===== src/design/irc_mlp_pkg.sv =====
// Shared types and constants for the IRC message line parser.
// No dependencies; used by irc_mlp_core and irc_message_line_parser.
package irc_mlp_pkg;

   localparam int MAX_PARAMS_DEF = 15;
   localparam int MAX_LINE_DEF   = 512;

   localparam int BYTE_W   = 8;
   localparam int ROLE_W   = 3;
   localparam int TOKEN_W  = 5;
   localparam int ARG_W    = 4;
   localparam int STATUS_W = 2;
   localparam int CMD_W    = 10;
   localparam int SRC_W    = 9;
   localparam int CLEN_W   = 3;

   localparam logic [ROLE_W-1:0] ROLE_DROP   = 3'd0;
   localparam logic [ROLE_W-1:0] ROLE_PREFIX = 3'd1;
   localparam logic [ROLE_W-1:0] ROLE_CMD    = 3'd2;
   localparam logic [ROLE_W-1:0] ROLE_DEST   = 3'd3;
   localparam logic [ROLE_W-1:0] ROLE_MIDDLE = 3'd4;
   localparam logic [ROLE_W-1:0] ROLE_TRAIL  = 3'd5;

   localparam logic [STATUS_W-1:0] STAT_OK       = 2'd0;
   localparam logic [STATUS_W-1:0] STAT_TOO_MANY = 2'd1;
   localparam logic [STATUS_W-1:0] STAT_TOO_FEW  = 2'd2;

   localparam logic [BYTE_W-1:0] CH_NUL   = 8'h00;
   localparam logic [BYTE_W-1:0] CH_SPACE = 8'h20;
   localparam logic [BYTE_W-1:0] CH_BANG  = 8'h21;
   localparam logic [BYTE_W-1:0] CH_ZERO  = 8'h30;
   localparam logic [BYTE_W-1:0] CH_NINE  = 8'h39;
   localparam logic [BYTE_W-1:0] CH_COLON = 8'h3A;
   localparam logic [BYTE_W-1:0] CH_AT    = 8'h40;

   localparam logic [CMD_W-1:0]  NONE_SEEN    = 10'h3FF;
   localparam logic [SRC_W-1:0]  SRC_SAT      = 9'h1FF;
   localparam logic [CLEN_W-1:0] CMD_DIGITS   = 3'd3;
   localparam logic [CLEN_W-1:0] CMD_LEN_CAP  = 3'd4;

   typedef struct packed {
      logic [ROLE_W-1:0]   byte_role;
      logic [TOKEN_W-1:0]  token_number;
      logic [ARG_W-1:0]    argument_number;
      logic                line_done;
      logic [STATUS_W-1:0] parse_status;
      logic [CMD_W-1:0]    command_number;
      logic [ARG_W-1:0]    argument_count;
      logic                prefix_present;
      logic [SRC_W-1:0]    source_length;
   } result_type;

endpackage


===== src/design/irc_message_line_parser.sv =====
// IRC message line parser: takes one byte word per clock and returns one tagged word per byte.
// Each byte passes an input register, then a result register, and the sustained rate is one
// byte per clock, set by the per-word line-state update in irc_mlp_core; both sides may
// stall freely. The result word for the byte marked line_end carries the line summary, and the
// line state clears behind it so the next line may follow in the very next cycle.
// Depends on irc_mlp_pkg and irc_mlp_core.
module irc_message_line_parser #(
   parameter int MAX_PARAMS = irc_mlp_pkg::MAX_PARAMS_DEF,
   parameter int MAX_LINE   = irc_mlp_pkg::MAX_LINE_DEF
) (
   input  logic                              clock,
   input  logic                              reset,
   input  logic                              req_valid,
   output logic                              req_ready,
   input  logic [irc_mlp_pkg::BYTE_W-1:0]    req_line_byte,
   input  logic                              req_line_end,
   output logic                              rsp_valid,
   input  logic                              rsp_ready,
   output logic [irc_mlp_pkg::ROLE_W-1:0]    rsp_byte_role,
   output logic [irc_mlp_pkg::TOKEN_W-1:0]   rsp_token_number,
   output logic [irc_mlp_pkg::ARG_W-1:0]     rsp_argument_number,
   output logic                              rsp_line_done,
   output logic [irc_mlp_pkg::STATUS_W-1:0]  rsp_parse_status,
   output logic [irc_mlp_pkg::CMD_W-1:0]     rsp_command_number,
   output logic [irc_mlp_pkg::ARG_W-1:0]     rsp_argument_count,
   output logic                              rsp_prefix_present,
   output logic [irc_mlp_pkg::SRC_W-1:0]     rsp_source_length
);
   import irc_mlp_pkg::*;

   logic              in_valid_ff, in_valid_in;
   logic [BYTE_W-1:0] in_byte_ff;
   logic              in_end_ff;
   logic              rsp_valid_ff, rsp_valid_in;
   result_type        rsp_data_ff;
   result_type        step_result;
   logic              advance;
   logic              req_take;

   assign advance   = in_valid_ff && (!rsp_valid_ff || rsp_ready);
   assign req_ready = !in_valid_ff || advance;
   assign req_take  = req_valid && req_ready;

   always_comb begin
      in_valid_in = in_valid_ff;
      if (req_take) begin
         in_valid_in = 1'b1;
      end else if (advance) begin
         in_valid_in = 1'b0;
      end
      rsp_valid_in = rsp_valid_ff;
      if (advance) begin
         rsp_valid_in = 1'b1;
      end else if (rsp_ready) begin
         rsp_valid_in = 1'b0;
      end
   end

   always_ff @(posedge clock) begin
      if (reset) begin
         in_valid_ff  <= 1'b0;
         rsp_valid_ff <= 1'b0;
      end else begin
         in_valid_ff  <= in_valid_in;
         rsp_valid_ff <= rsp_valid_in;
      end
   end

   always_ff @(posedge clock) begin
      if (req_take) begin
         in_byte_ff <= req_line_byte;
         in_end_ff  <= req_line_end;
      end
      if (advance) begin
         rsp_data_ff <= step_result;
      end
   end

   irc_mlp_core #(
      .MAX_PARAMS (MAX_PARAMS),
      .MAX_LINE   (MAX_LINE)
   ) u_core (
      .clock     (clock),
      .reset     (reset),
      .step_en   (advance),
      .line_byte (in_byte_ff),
      .line_end  (in_end_ff),
      .result    (step_result)
   );

   assign rsp_valid           = rsp_valid_ff;
   assign rsp_byte_role       = rsp_data_ff.byte_role;
   assign rsp_token_number    = rsp_data_ff.token_number;
   assign rsp_argument_number = rsp_data_ff.argument_number;
   assign rsp_line_done       = rsp_data_ff.line_done;
   assign rsp_parse_status    = rsp_data_ff.parse_status;
   assign rsp_command_number  = rsp_data_ff.command_number;
   assign rsp_argument_count  = rsp_data_ff.argument_count;
   assign rsp_prefix_present  = rsp_data_ff.prefix_present;
   assign rsp_source_length   = rsp_data_ff.source_length;

   a_summary_only_on_done: assert property (@(posedge clock) disable iff (reset)
      rsp_valid && !rsp_line_done |-> rsp_parse_status == STAT_OK
         && rsp_command_number == '0 && rsp_argument_count == '0
         && !rsp_prefix_present && rsp_source_length == '0)
      else $error("summary fields set on a word that does not end the line");

   a_error_clears_summary: assert property (@(posedge clock) disable iff (reset)
      rsp_valid && rsp_parse_status != STAT_OK |-> rsp_command_number == '0
         && rsp_argument_count == '0 && rsp_source_length == '0)
      else $error("error line reports nonzero summary values");

   a_drop_has_no_index: assert property (@(posedge clock) disable iff (reset)
      rsp_valid && rsp_byte_role == ROLE_DROP |-> rsp_token_number == '0
         && rsp_argument_number == '0)
      else $error("dropped byte carries a token or argument index");

   a_arg_only_for_args: assert property (@(posedge clock) disable iff (reset)
      rsp_valid && rsp_byte_role != ROLE_MIDDLE && rsp_byte_role != ROLE_TRAIL
         |-> rsp_argument_number == '0)
      else $error("argument index on a non-argument byte");

   a_no_source_without_prefix: assert property (@(posedge clock) disable iff (reset)
      rsp_valid && rsp_line_done && !rsp_prefix_present |-> rsp_source_length == '0)
      else $error("source length reported for a line without prefix");

endmodule


===== src/design/irc_mlp_core.sv =====
// Line state and per-word tagging for the IRC message line parser.
// Depends on irc_mlp_pkg; result is combinational from state and the input word.
module irc_mlp_core #(
   parameter int MAX_PARAMS = irc_mlp_pkg::MAX_PARAMS_DEF,
   parameter int MAX_LINE   = irc_mlp_pkg::MAX_LINE_DEF
) (
   input  logic                            clock,
   input  logic                            reset,
   input  logic                            step_en,
   input  logic [irc_mlp_pkg::BYTE_W-1:0]  line_byte,
   input  logic                            line_end,
   output irc_mlp_pkg::result_type         result
);
   import irc_mlp_pkg::*;

   localparam int TOKEN_LIMIT = MAX_PARAMS + 3;
   localparam int TC_W        = $clog2(TOKEN_LIMIT + 1);
   localparam int TCX_W       = (TC_W > TOKEN_W) ? TC_W : TOKEN_W;
   localparam int POS_W       = $clog2(MAX_LINE + 1);

   logic [POS_W-1:0]  pos_ff, pos_in;
   logic              in_token_ff, in_token_in;
   logic              in_trail_ff, in_trail_in;
   logic              stopped_ff, stopped_in;
   logic [TC_W-1:0]   tc_ff, tc_in;
   logic              has_pfx_ff, has_pfx_in;
   logic [SRC_W-1:0]  pfx_len_ff, pfx_len_in;
   logic [CMD_W-1:0]  bang_ff, bang_in;
   logic [CMD_W-1:0]  at_ff, at_in;
   logic [CMD_W-1:0]  cmd_val_ff, cmd_val_in;
   logic [CLEN_W-1:0] cmd_len_ff, cmd_len_in;
   logic              cmd_dig_ff, cmd_dig_in;

   logic              do_tag;
   logic              is_digit;
   logic [TC_W-1:0]   t;
   logic [TC_W-1:0]   cidx;
   logic [TC_W-1:0]   first_arg;
   logic [TC_W-1:0]   a;
   logic [TC_W-1:0]   sum_first;
   logic [TCX_W-1:0]  t_x;
   logic [TCX_W-1:0]  a_x;
   logic [TCX_W-1:0]  nargs_x;
   logic [BYTE_W-1:0] digit_val;

   always_comb begin
      pos_in      = pos_ff;
      in_token_in = in_token_ff;
      in_trail_in = in_trail_ff;
      stopped_in  = stopped_ff;
      tc_in       = tc_ff;
      has_pfx_in  = has_pfx_ff;
      pfx_len_in  = pfx_len_ff;
      bang_in     = bang_ff;
      at_in       = at_ff;
      cmd_val_in  = cmd_val_ff;
      cmd_len_in  = cmd_len_ff;
      cmd_dig_in  = cmd_dig_ff;
      do_tag      = 1'b0;
      result      = '0;

      if (!stopped_ff && (pos_ff < POS_W'(MAX_LINE))) begin
         pos_in = pos_ff + POS_W'(1);
         if (line_byte == CH_NUL) begin
            stopped_in = 1'b1;
         end else if (in_trail_ff) begin
            do_tag = 1'b1;
         end else if (line_byte == CH_SPACE) begin
            in_token_in = 1'b0;
         end else if (in_token_ff) begin
            do_tag = 1'b1;
         end else if (tc_ff < TC_W'(TOKEN_LIMIT)) begin
            tc_in       = tc_ff + TC_W'(1);
            in_token_in = 1'b1;
            if (line_byte == CH_COLON) begin
               if (pos_ff == '0) begin
                  has_pfx_in = 1'b1;
               end else begin
                  in_trail_in = 1'b1;
               end
            end else begin
               do_tag = 1'b1;
            end
         end
      end

      // tag against the token count after this word's update
      t         = tc_in - TC_W'(1);
      cidx      = has_pfx_ff ? TC_W'(1) : TC_W'(0);
      first_arg = has_pfx_ff ? TC_W'(3) : TC_W'(1);
      a         = t - first_arg;
      t_x       = TCX_W'(t);
      a_x       = TCX_W'(a);
      is_digit  = (line_byte >= CH_ZERO) && (line_byte <= CH_NINE);
      digit_val = line_byte - CH_ZERO;

      if (do_tag) begin
         if (has_pfx_ff && (t == '0)) begin
            if ((line_byte == CH_BANG) && (bang_ff == NONE_SEEN)) begin
               bang_in = CMD_W'(pfx_len_ff);
            end
            if ((line_byte == CH_AT) && (at_ff == NONE_SEEN)) begin
               at_in = CMD_W'(pfx_len_ff);
            end
            if (pfx_len_ff < SRC_SAT) begin
               pfx_len_in = pfx_len_ff + SRC_W'(1);
            end
            result.byte_role    = ROLE_PREFIX;
            result.token_number = t_x[TOKEN_W-1:0];
         end else if (t == cidx) begin
            if (!is_digit) begin
               cmd_dig_in = 1'b0;
            end
            if ((cmd_len_ff < CMD_DIGITS) && is_digit) begin
               cmd_val_in = {cmd_val_ff[CMD_W-4:0], 3'b000} + {cmd_val_ff[CMD_W-2:0], 1'b0}
                          + CMD_W'(digit_val[3:0]);
            end
            if (cmd_len_ff < CMD_LEN_CAP) begin
               cmd_len_in = cmd_len_ff + CLEN_W'(1);
            end
            result.byte_role    = ROLE_CMD;
            result.token_number = t_x[TOKEN_W-1:0];
         end else if (has_pfx_ff && (t == TC_W'(2))) begin
            result.byte_role    = ROLE_DEST;
            result.token_number = t_x[TOKEN_W-1:0];
         end else if (a < TC_W'(MAX_PARAMS)) begin
            result.byte_role       = in_trail_ff ? ROLE_TRAIL : ROLE_MIDDLE;
            result.token_number    = t_x[TOKEN_W-1:0];
            result.argument_number = a_x[ARG_W-1:0];
         end
      end

      // line summary from the updated state
      sum_first = has_pfx_in ? TC_W'(3) : TC_W'(1);
      nargs_x   = TCX_W'(tc_in - sum_first);
      if (line_end) begin
         result.line_done      = 1'b1;
         result.prefix_present = has_pfx_in;
         if (tc_in >= TC_W'(TOKEN_LIMIT)) begin
            result.parse_status = STAT_TOO_MANY;
         end else if (tc_in < sum_first) begin
            result.parse_status = STAT_TOO_FEW;
         end else if ((tc_in - sum_first) > TC_W'(MAX_PARAMS)) begin
            result.parse_status = STAT_TOO_MANY;
         end else begin
            result.parse_status   = STAT_OK;
            result.argument_count = nargs_x[ARG_W-1:0];
            if ((cmd_len_in == CMD_DIGITS) && cmd_dig_in) begin
               result.command_number = cmd_val_in;
            end
            if (has_pfx_in) begin
               if (bang_in != NONE_SEEN) begin
                  result.source_length = bang_in[SRC_W-1:0];
               end else if (at_in != NONE_SEEN) begin
                  result.source_length = at_in[SRC_W-1:0];
               end else begin
                  result.source_length = pfx_len_in;
               end
            end
         end
      end
   end

   always_ff @(posedge clock) begin
      if (reset || (step_en && line_end)) begin
         pos_ff      <= '0;
         in_token_ff <= 1'b0;
         in_trail_ff <= 1'b0;
         stopped_ff  <= 1'b0;
         tc_ff       <= '0;
         has_pfx_ff  <= 1'b0;
         pfx_len_ff  <= '0;
         bang_ff     <= NONE_SEEN;
         at_ff       <= NONE_SEEN;
         cmd_val_ff  <= '0;
         cmd_len_ff  <= '0;
         cmd_dig_ff  <= 1'b1;
      end else if (step_en) begin
         pos_ff      <= pos_in;
         in_token_ff <= in_token_in;
         in_trail_ff <= in_trail_in;
         stopped_ff  <= stopped_in;
         tc_ff       <= tc_in;
         has_pfx_ff  <= has_pfx_in;
         pfx_len_ff  <= pfx_len_in;
         bang_ff     <= bang_in;
         at_ff       <= at_in;
         cmd_val_ff  <= cmd_val_in;
         cmd_len_ff  <= cmd_len_in;
         cmd_dig_ff  <= cmd_dig_in;
      end
   end

endmodule

===== config.mk =====
export PLATFORM = sky130hd
export DESIGN_NAME = irc_message_line_parser
export DESIGN_NICKNAME = d
export VERILOG_FILES = /design/src/design/irc_mlp_pkg.sv /design/src/design/irc_message_line_parser.sv /design/src/design/irc_mlp_core.sv
export SDC_FILE = /design/constraint.sdc
export NUM_CORES = 1
export LEC_CHECK = 0
export CORE_MARGIN = 4
export CORE_UTILIZATION = 55
export CTS_BUF_LIST = sky130_fd_sc_hd__clkbuf_16
export DETAILED_ROUTE_END_ITERATION = 16
export DONT_BUFFER_PORTS = 1
export PLACE_DENSITY_LB_ADDON = 0.05
export RECOVER_POWER = 25
export SLEW_MARGIN = 0
export SYNTH_ARGS = -nofsm -noshare
export SYNTH_HDL_FRONTEND = slang
export SYNTH_HIERARCHICAL = 1
export SYNTH_SLANG_ARGS = --single-unit

===== constraint.sdc =====
create_clock -name clock -period 3.8 [get_ports clock]
set_input_delay 0.57 -clock clock [delete_from_list [all_inputs] [get_ports clock]]
set_output_delay 0.57 -clock clock [all_outputs]
set_load 0.1 [all_outputs]

==> results of run 1 <==
==> state kept, by name, indices dropped and copies added (netlist names), 2 cells and up <==
name                 cells
u_core/cmd_val_ff       10
rsp_argument_count       4
rsp_byte_role            3
u_core/at_ff            10
in_byte_ff               8
rsp_argument_number      4
u_core/tc_ff             5
u_core/bang_ff          10
u_core/pos_ff           10
u_core/cmd_len_ff        3
rsp_parse_status         2
rsp_command_number      10
rsp_source_length        9
rsp_token_number         5
u_core/pfx_len_ff        9
==> cells in the mapped netlist, types with 4 or more instances <==
| cell type | number |
|---|---|
| nand4_1 | 10 |
| clkbuf_1 | 23 |
| and2_1 | 4 |
| nor4_2 | 4 |
| nor3_1 | 18 |
| a21o_1 | 7 |
| dfxtp_1 | 64 |
| nor2_1 | 71 |
| or3_1 | 6 |
| and3_1 | 10 |
| o21ai_0 | 40 |
| o31a_1 | 4 |
| nand2b_1 | 8 |
| inv_1 | 25 |
| nor4_1 | 9 |
| a211oi_1 | 8 |
| ha_1 | 26 |
| a31oi_1 | 7 |
| nand2_1 | 75 |
| or4_1 | 6 |
| o211a_1 | 5 |
| mux2i_1 | 12 |
| edfxtp_1 | 48 |
| o21bai_1 | 4 |
| xor2_1 | 11 |
| a21oi_1 | 39 |
| o21a_1 | 5 |
| xnor2_1 | 22 |
| nand3_1 | 27 |
==> worst max-delay path, delay by kind of cell (launching register included) <==
family | cells | cell delay (ps)
adder cells (fa/ha/maj) | 1 | 150
AO/OA/AOI/OAI | 5 | 1000
buffers and inverters | 1 | 160
AND/OR/NAND/NOR | 4 | 1760
flip-flops | 1 | 380
==> metal layers <==
layer | up-vias | GRT usage, % | routed length [µm]
li1 | 2487 | - | -
met1 | 2455 | 31.6 | 6870
met2 | 177 | 40.4 | 7470
met3 | 22 | 6.34 | 913
met4 | 0 | 8.39 | 334
met5 | - | 0 | 0
==> cell families after synthesis <==
| group | Yosys count |
|---|---|
| adder cells (fa/ha/maj) | 29 |
| AO/OA/AOI/OAI | 149 |
| flip-flops | 112 |
| buffers and inverters | 55 |
| multiplexers | 12 |
| AND/OR/NAND/NOR | 276 |
| XOR/XNOR | 35 |
==> power breakdown <==
part / switching (mW) / total (mW) / internal [mW]
Combinational: 0.274 / 0.465 / 0.191
Sequential: 0.204 / 1.51 / 1.31
Clock: 0.419 / 0.854 / 0.435
Total: 0.898 / 2.83 / 1.93
==> worst min-delay path by stage <==
stage / end / slack [ps] / cells past startpoint
after detailed placement: u_core/bang_ff[9]$_SDFFE_PP1P_ / 440 / 2
after global placement: u_core/bang_ff[9]$_SDFFE_PP1P_ / 440 / 2
after global routing: in_valid_ff$_SDFFE_PP0P_ / 250 / 1
after CTS: in_valid_ff$_SDFFE_PP0P_ / 260 / 1
final: in_valid_ff$_SDFFE_PP0P_ / 270 / 1
after floorplan: u_core/bang_ff[9]$_SDFFE_PP1P_ / 420 / 2
==> timing repair <==
item | in CTS | in global routing
endpoints found under the setup margin | 0 | 27
endpoints found under the hold margin | 0 | 0
gates resized for setup | 0 | 9
==> layout make-up <==
type | count | share of cell area (%)
clock inverters | 6 | 0.429
flip-flops and latches | 112 | 38.9
repair buffers | 48 | 5.63
multi-input cells | 501 | 47.9
diodes | 1 | 0.0358
well taps | 140 | 2.50
inverters | 25 | 1.34
clock buffers | 9 | 3.22
==> metrics by stage <==
stage,hold WS (ps),power (mW),util [%],setup WS (ps),instances
floorplan,423,1.85,-,-27.9,668
global placement,436,1.97,61.3,82.2,826
detailed placement,436,1.99,61.3,20.3,826
CTS,257,2.84,63.7,6.54,841
global route,250,2.96,64.0,-4.10,842
finish,269,2.83,64.0,64.9,842
==> metrics.cfg, run 1 <==
[synthesis]
yosys_warnings = 6
synthCells = 668
synth-async-reset-ratio_pct = 0
synth_top_family_by_area = simple AND/OR/NAND/NOR gates
synth-seq-area-share_pct = 43.7
synth_cell_types = 74
synth_top_area_share_pct = 23.2
netlist_area_um2 = 6220
ys.flop_type = dfxtp_1
synth-seq-cells = 112
yosysTopAreaCell = edfxtp_1
synth-simple-area-share_pct = 23.6
synth-xor-area-share_pct = 5.27
synth_compound_area_share_pct = 15.6
synth_fa_ha_area_share_pct = 6.19
synth.area.mux_share_pct = 1.93
synth_area_per_cell_um2 = 9.32
yosys-top-cells-area = edfxtp_1 (23%), dfxtp_1 (21%), ha_1 (5.2%)
synth_nets = 710
synth_edf_count = 48

[place]
dp_hpwl_um = 11500
gp_congestion = 0.963
portBuffers = 0
placed_area_um2 = 6710

[layout]
fillers = 905
final_layout_size_suffix_gt1_share_pct = 13.4
fin_area_um2 = 7000
final_nets = 739
areaGrowthSynthToFinish_pct = 12.4
layout_commonest_cell = nand2_1
most-common-layout-cells = nand2_1 (75), nor2_1 (71), dfxtp_1 (64)
multi_input_area_um2 = 3350
register_area_um2 = 2720

[setup_path]
critPathKind = reg2reg
crit_arrival_ps = 3830
critical_path_peak_fanout = 12
worstReg2RegStart = in_byte_ff[1]$_DFFE_PP_
endpoint_kind = register
cp_cell_sequence = or4_4, o211a_4, o21a_4, ha_4, or3_4, o31a_1, buf_12, or3_4, or4_4, o2111ai_1, a21oi_1
cp-startpoint = in_byte_ff[1]$_DFFE_PP_
cp-start-kind = register
cp_slowest_cell = or4_4
r2r_end = rsp_source_length[3]$_DFFE_PP_
cp_slowest_stage_delay_ps = 560
cp.required_ps = 3890
reg2reg_depth = 11
critPathCapture = rsp_source_length[3]$_DFFE_PP_
rrSetupSlack_ps = 60

[global_route]
antenna_found_initial = 1
grt_pass1_wl_um = 25400
track_usage_pct = 24.6
first_global_vias = 5008
overflow = 0
grt_max_degree = 34

[die]
start_util_pct = 56.9
die_h_um = 114
core_um2 = 10900
fp.dieW_um = 114
dieArea_um2 = 13100
rows = 38
num_io_pins = 54

[clock_tree]
post_cts_buffers = 0
postCtsHoldBufs = 0
cts_made_buffers = 9
htree_num_levels = 3
cts_tree = yes
cts_root_buffer = clkbuf_16
clkTransAtPathRegs_ps = 70
clock_latency_ps = 350
clock_sinks = 112
max-clock-path-buffers = 2

[min_path]
hold_class = in2reg
worstHoldStart = reset

[sta]
skew_ps = 6.41
slew_headroom_pct = 17.7
tns_ps = 0
worst_pin_slew_ps = 1230
drv_slew = 0
fin_crit_sh_pct = 98.3
finalSetupViolCount = 0
period_minus_slack_ps = 3740
clock.fmax_ghz = 0.268
hold_viol = 0

[drt]
drt-pass1-iter-count = 5
num_vias = 5141
via_per_inst = 6.11
drt_iter0_markers = 437
wirelength_um = 15600
wire_per_inst_um = 18.5
drcViolationCount = 0
ant_nets = 0

[power_and_ir_drop]
p_leak_nw = 2.70
worst_ir_drop_vdd_v = 0.000340
p_per_area_nw_per_um2 = 405

[status]
status = finished clean

[run]
maxCapViolCount = 0

No activity file was read; power rests on OpenSTA's default activity.
==> inputs of run 2 (changes only) <==
--- a/config.mk
+++ b/config.mk
@@ -6,7 +6,7 @@
 export NUM_CORES = 1
 export LEC_CHECK = 0
 export CORE_MARGIN = 4
-export CORE_UTILIZATION = 55
+export CORE_UTILIZATION = 33
 export CTS_BUF_LIST = sky130_fd_sc_hd__clkbuf_16
 export DETAILED_ROUTE_END_ITERATION = 16
 export DONT_BUFFER_PORTS = 1
==> run 2 against run 1 <==
Effect of this change:
- non-clock buffer count up 7
- combinational power is 2% higher
- clock power up 18%
- first-iteration DRC count fell by 22%
- via count fell by 1.5%
- die area grew 61%
- flip-flop and latch count unchanged
- design area rose by 3.2%
- critical path depth unchanged
- register-to-register slack improved by 40 ps
- global-route usage is 8.7 points lower
- largest cell class unchanged
- largest power group unchanged
==> metrics.cfg, run 2 (same netlist as run 1, synthesis figures left out) <==
[status]
status = finished clean

[layout]
stdcell_count = 939
areaGrowthSynthToFinish_pct = 16.0
fillers = 1831
final_nets = 746
final_util_pct = 39.5
most-common-layout-cells = nand2_1 (75), nor2_1 (71), dfxtp_1 (64)
fin_area_um2 = 7220
final_layout_size_suffix_gt1_share_pct = 15.2
layout_commonest_cell = nand2_1

[setup_path]
critPathKind = reg2reg
crit_top_cell = or3_4
cp_top_family = simple AND/OR/NAND/NOR gates
critical_path_peak_fanout = 12
endpoint_kind = register
crit_arrival_ps = 3800
cp_slowest_cell = or4_4
cp_cell_sequence = or4_4, o211a_4, o21a_4, ha_4, or3_4, o31a_1, buf_12, or3_4, or4_1, o2111ai_1, a21oi_1
cp.required_ps = 3900
cp-start-kind = register
cp_slowest_stage_delay_ps = 560
critPathBufInv = 1

[die]
die_h_um = 145
core_um2 = 18300
rows = 49
num_io_pins = 54
dieArea_um2 = 21100
start_util_pct = 34.1
fp.dieW_um = 145

[sta]
finalSetupViolCount = 0
drv_slew = 0
skew_ps = 11.7
clock.fmax_ghz = 0.271
slew_headroom_pct = 3.79
period_minus_slack_ps = 3690
fin_crit_sh_pct = 97.2
hold_viol = 0
worst_pin_slew_ps = 1440
fin_ws_ps = 108

[place]
placed_area_um2 = 6860
dp_hpwl_um = 12700
dp.cells = 922
gp_congestion = 0.908
portBuffers = 0
dp_slack_ps = 13.5

[drt]
drcViolationCount = 0
wirelength_um = 17000
drt-pass1-iter-count = 5
ant_nets = 0
wire_per_inst_um = 18.1
drt_iter0_markers = 341
num_vias = 5063
via_per_inst = 5.39

[clock_tree]
clock_sinks = 112
cts_root_buffer = clkbuf_16
post_cts_buffers = 0
max-clock-path-buffers = 2
cts_made_buffers = 9
htree_num_levels = 3
clock_latency_ps = 360
postCtsHoldBufs = 0
clkTransAtPathRegs_ps = 80
cts_tree = yes

[power_and_ir_drop]
worst_ir_drop_vdd_v = 0.000212
power.internal_mw = 2.03
combinationalPowerShare_pct = 15.8
switchingPower_uw = 968
power_mw = 3.00
p_per_area_nw_per_um2 = 415
p_leak_nw = 2.74
p_clk_share_pct = 33.8
sw_frac_of_total_pct = 32.3
pwr-share-seq_pct = 50.4

[global_route]
track_usage_pct = 15.9
antenna_found_initial = 3
first_global_vias = 4790
grt_pass1_wl_um = 26700
grt_max_degree = 33
overflow = 0

[run]
maxCapViolCount = 0

[min_path]
hold_class = in2reg

-- run 2: cell types whose count changed in the layout (fill, tap and decap cells not counted), sizes merged --
cell	change
bufinv	+1
clkbuf	+1
buf	+6
-- run 2: layout make-up --
cell class | instances | area [µm²] | share of cell area [%]
clock buffer | 9 | 225 | 3.12
inverter | 25 | 93.8 | 1.30
clock inverter | 7 | 85.1 | 1.18
antenna | 1 | 2.50 | 0.0346
timing repair buffer | 55 | 434 | 6.01
tap | 229 | 287 | 3.97
sequential | 112 | 2720 | 37.7
multi-input combinational | 501 | 3370 | 46.7
-- run 2: per-stage QoR --
step	hold slack (ps)	TNS [ps]
floorplan	423	-36.2
global placement	440	0
detailed placement	449	0
CTS	242	0
global route	229	-3.75
finish	260	0
-- run 2: routing by layer --
metal  part of all wire [%]  global-route usage (%)  vias to the layer above
met5                   0.12                       0                        -
li1                       -                       -                     2506
met3                    4.0                    3.08                       23
met2                     45                    24.2                      117
met4                    1.8                    5.32                        4
met1                     50                    22.7                     2413
-- run 2: final timing paths --
| kind | slack (ps) | depth (start not counted) | endpoint | from |
|---|---|---|---|---|
| worst max-delay path | 110 | 11 | rsp_source_length[3]$_DFFE_PP_ | in_byte_ff[1]$_DFFE_PP_ |
| worst min-delay path | 260 | 1 | in_valid_ff$_SDFFE_PP0P_ | reset |
| worst max register to register | 110 | 11 | rsp_source_length[3]$_DFFE_PP_ | in_byte_ff[1]$_DFFE_PP_ |
| worst min register to register | 460 | 2 | u_core/at_ff[9]$_SDFFE_PP1P_ | u_core/at_ff[9]$_SDFFE_PP1P_ |
-- run 2: power groups by stage --
| stage | logic, mW | clock network (mW) | registers (mW) |
|---|---|---|---|
| after floorplan | 0.315 | 0 | 1.54 |
| after global placement | 0.459 | 0 | 1.54 |
| after detailed placement | 0.461 | 0 | 1.54 |
| after CTS | 0.463 | 1.05 | 1.51 |
| after global routing | 0.521 | 1.11 | 1.51 |
| final | 0.473 | 1.01 | 1.51 |
-- run 2: timing repair --
item | CTS | global route
endpoints found under the setup margin | 0 | 27
resized for setup | 0 | 14
endpoints found under the hold margin | 0 | 0
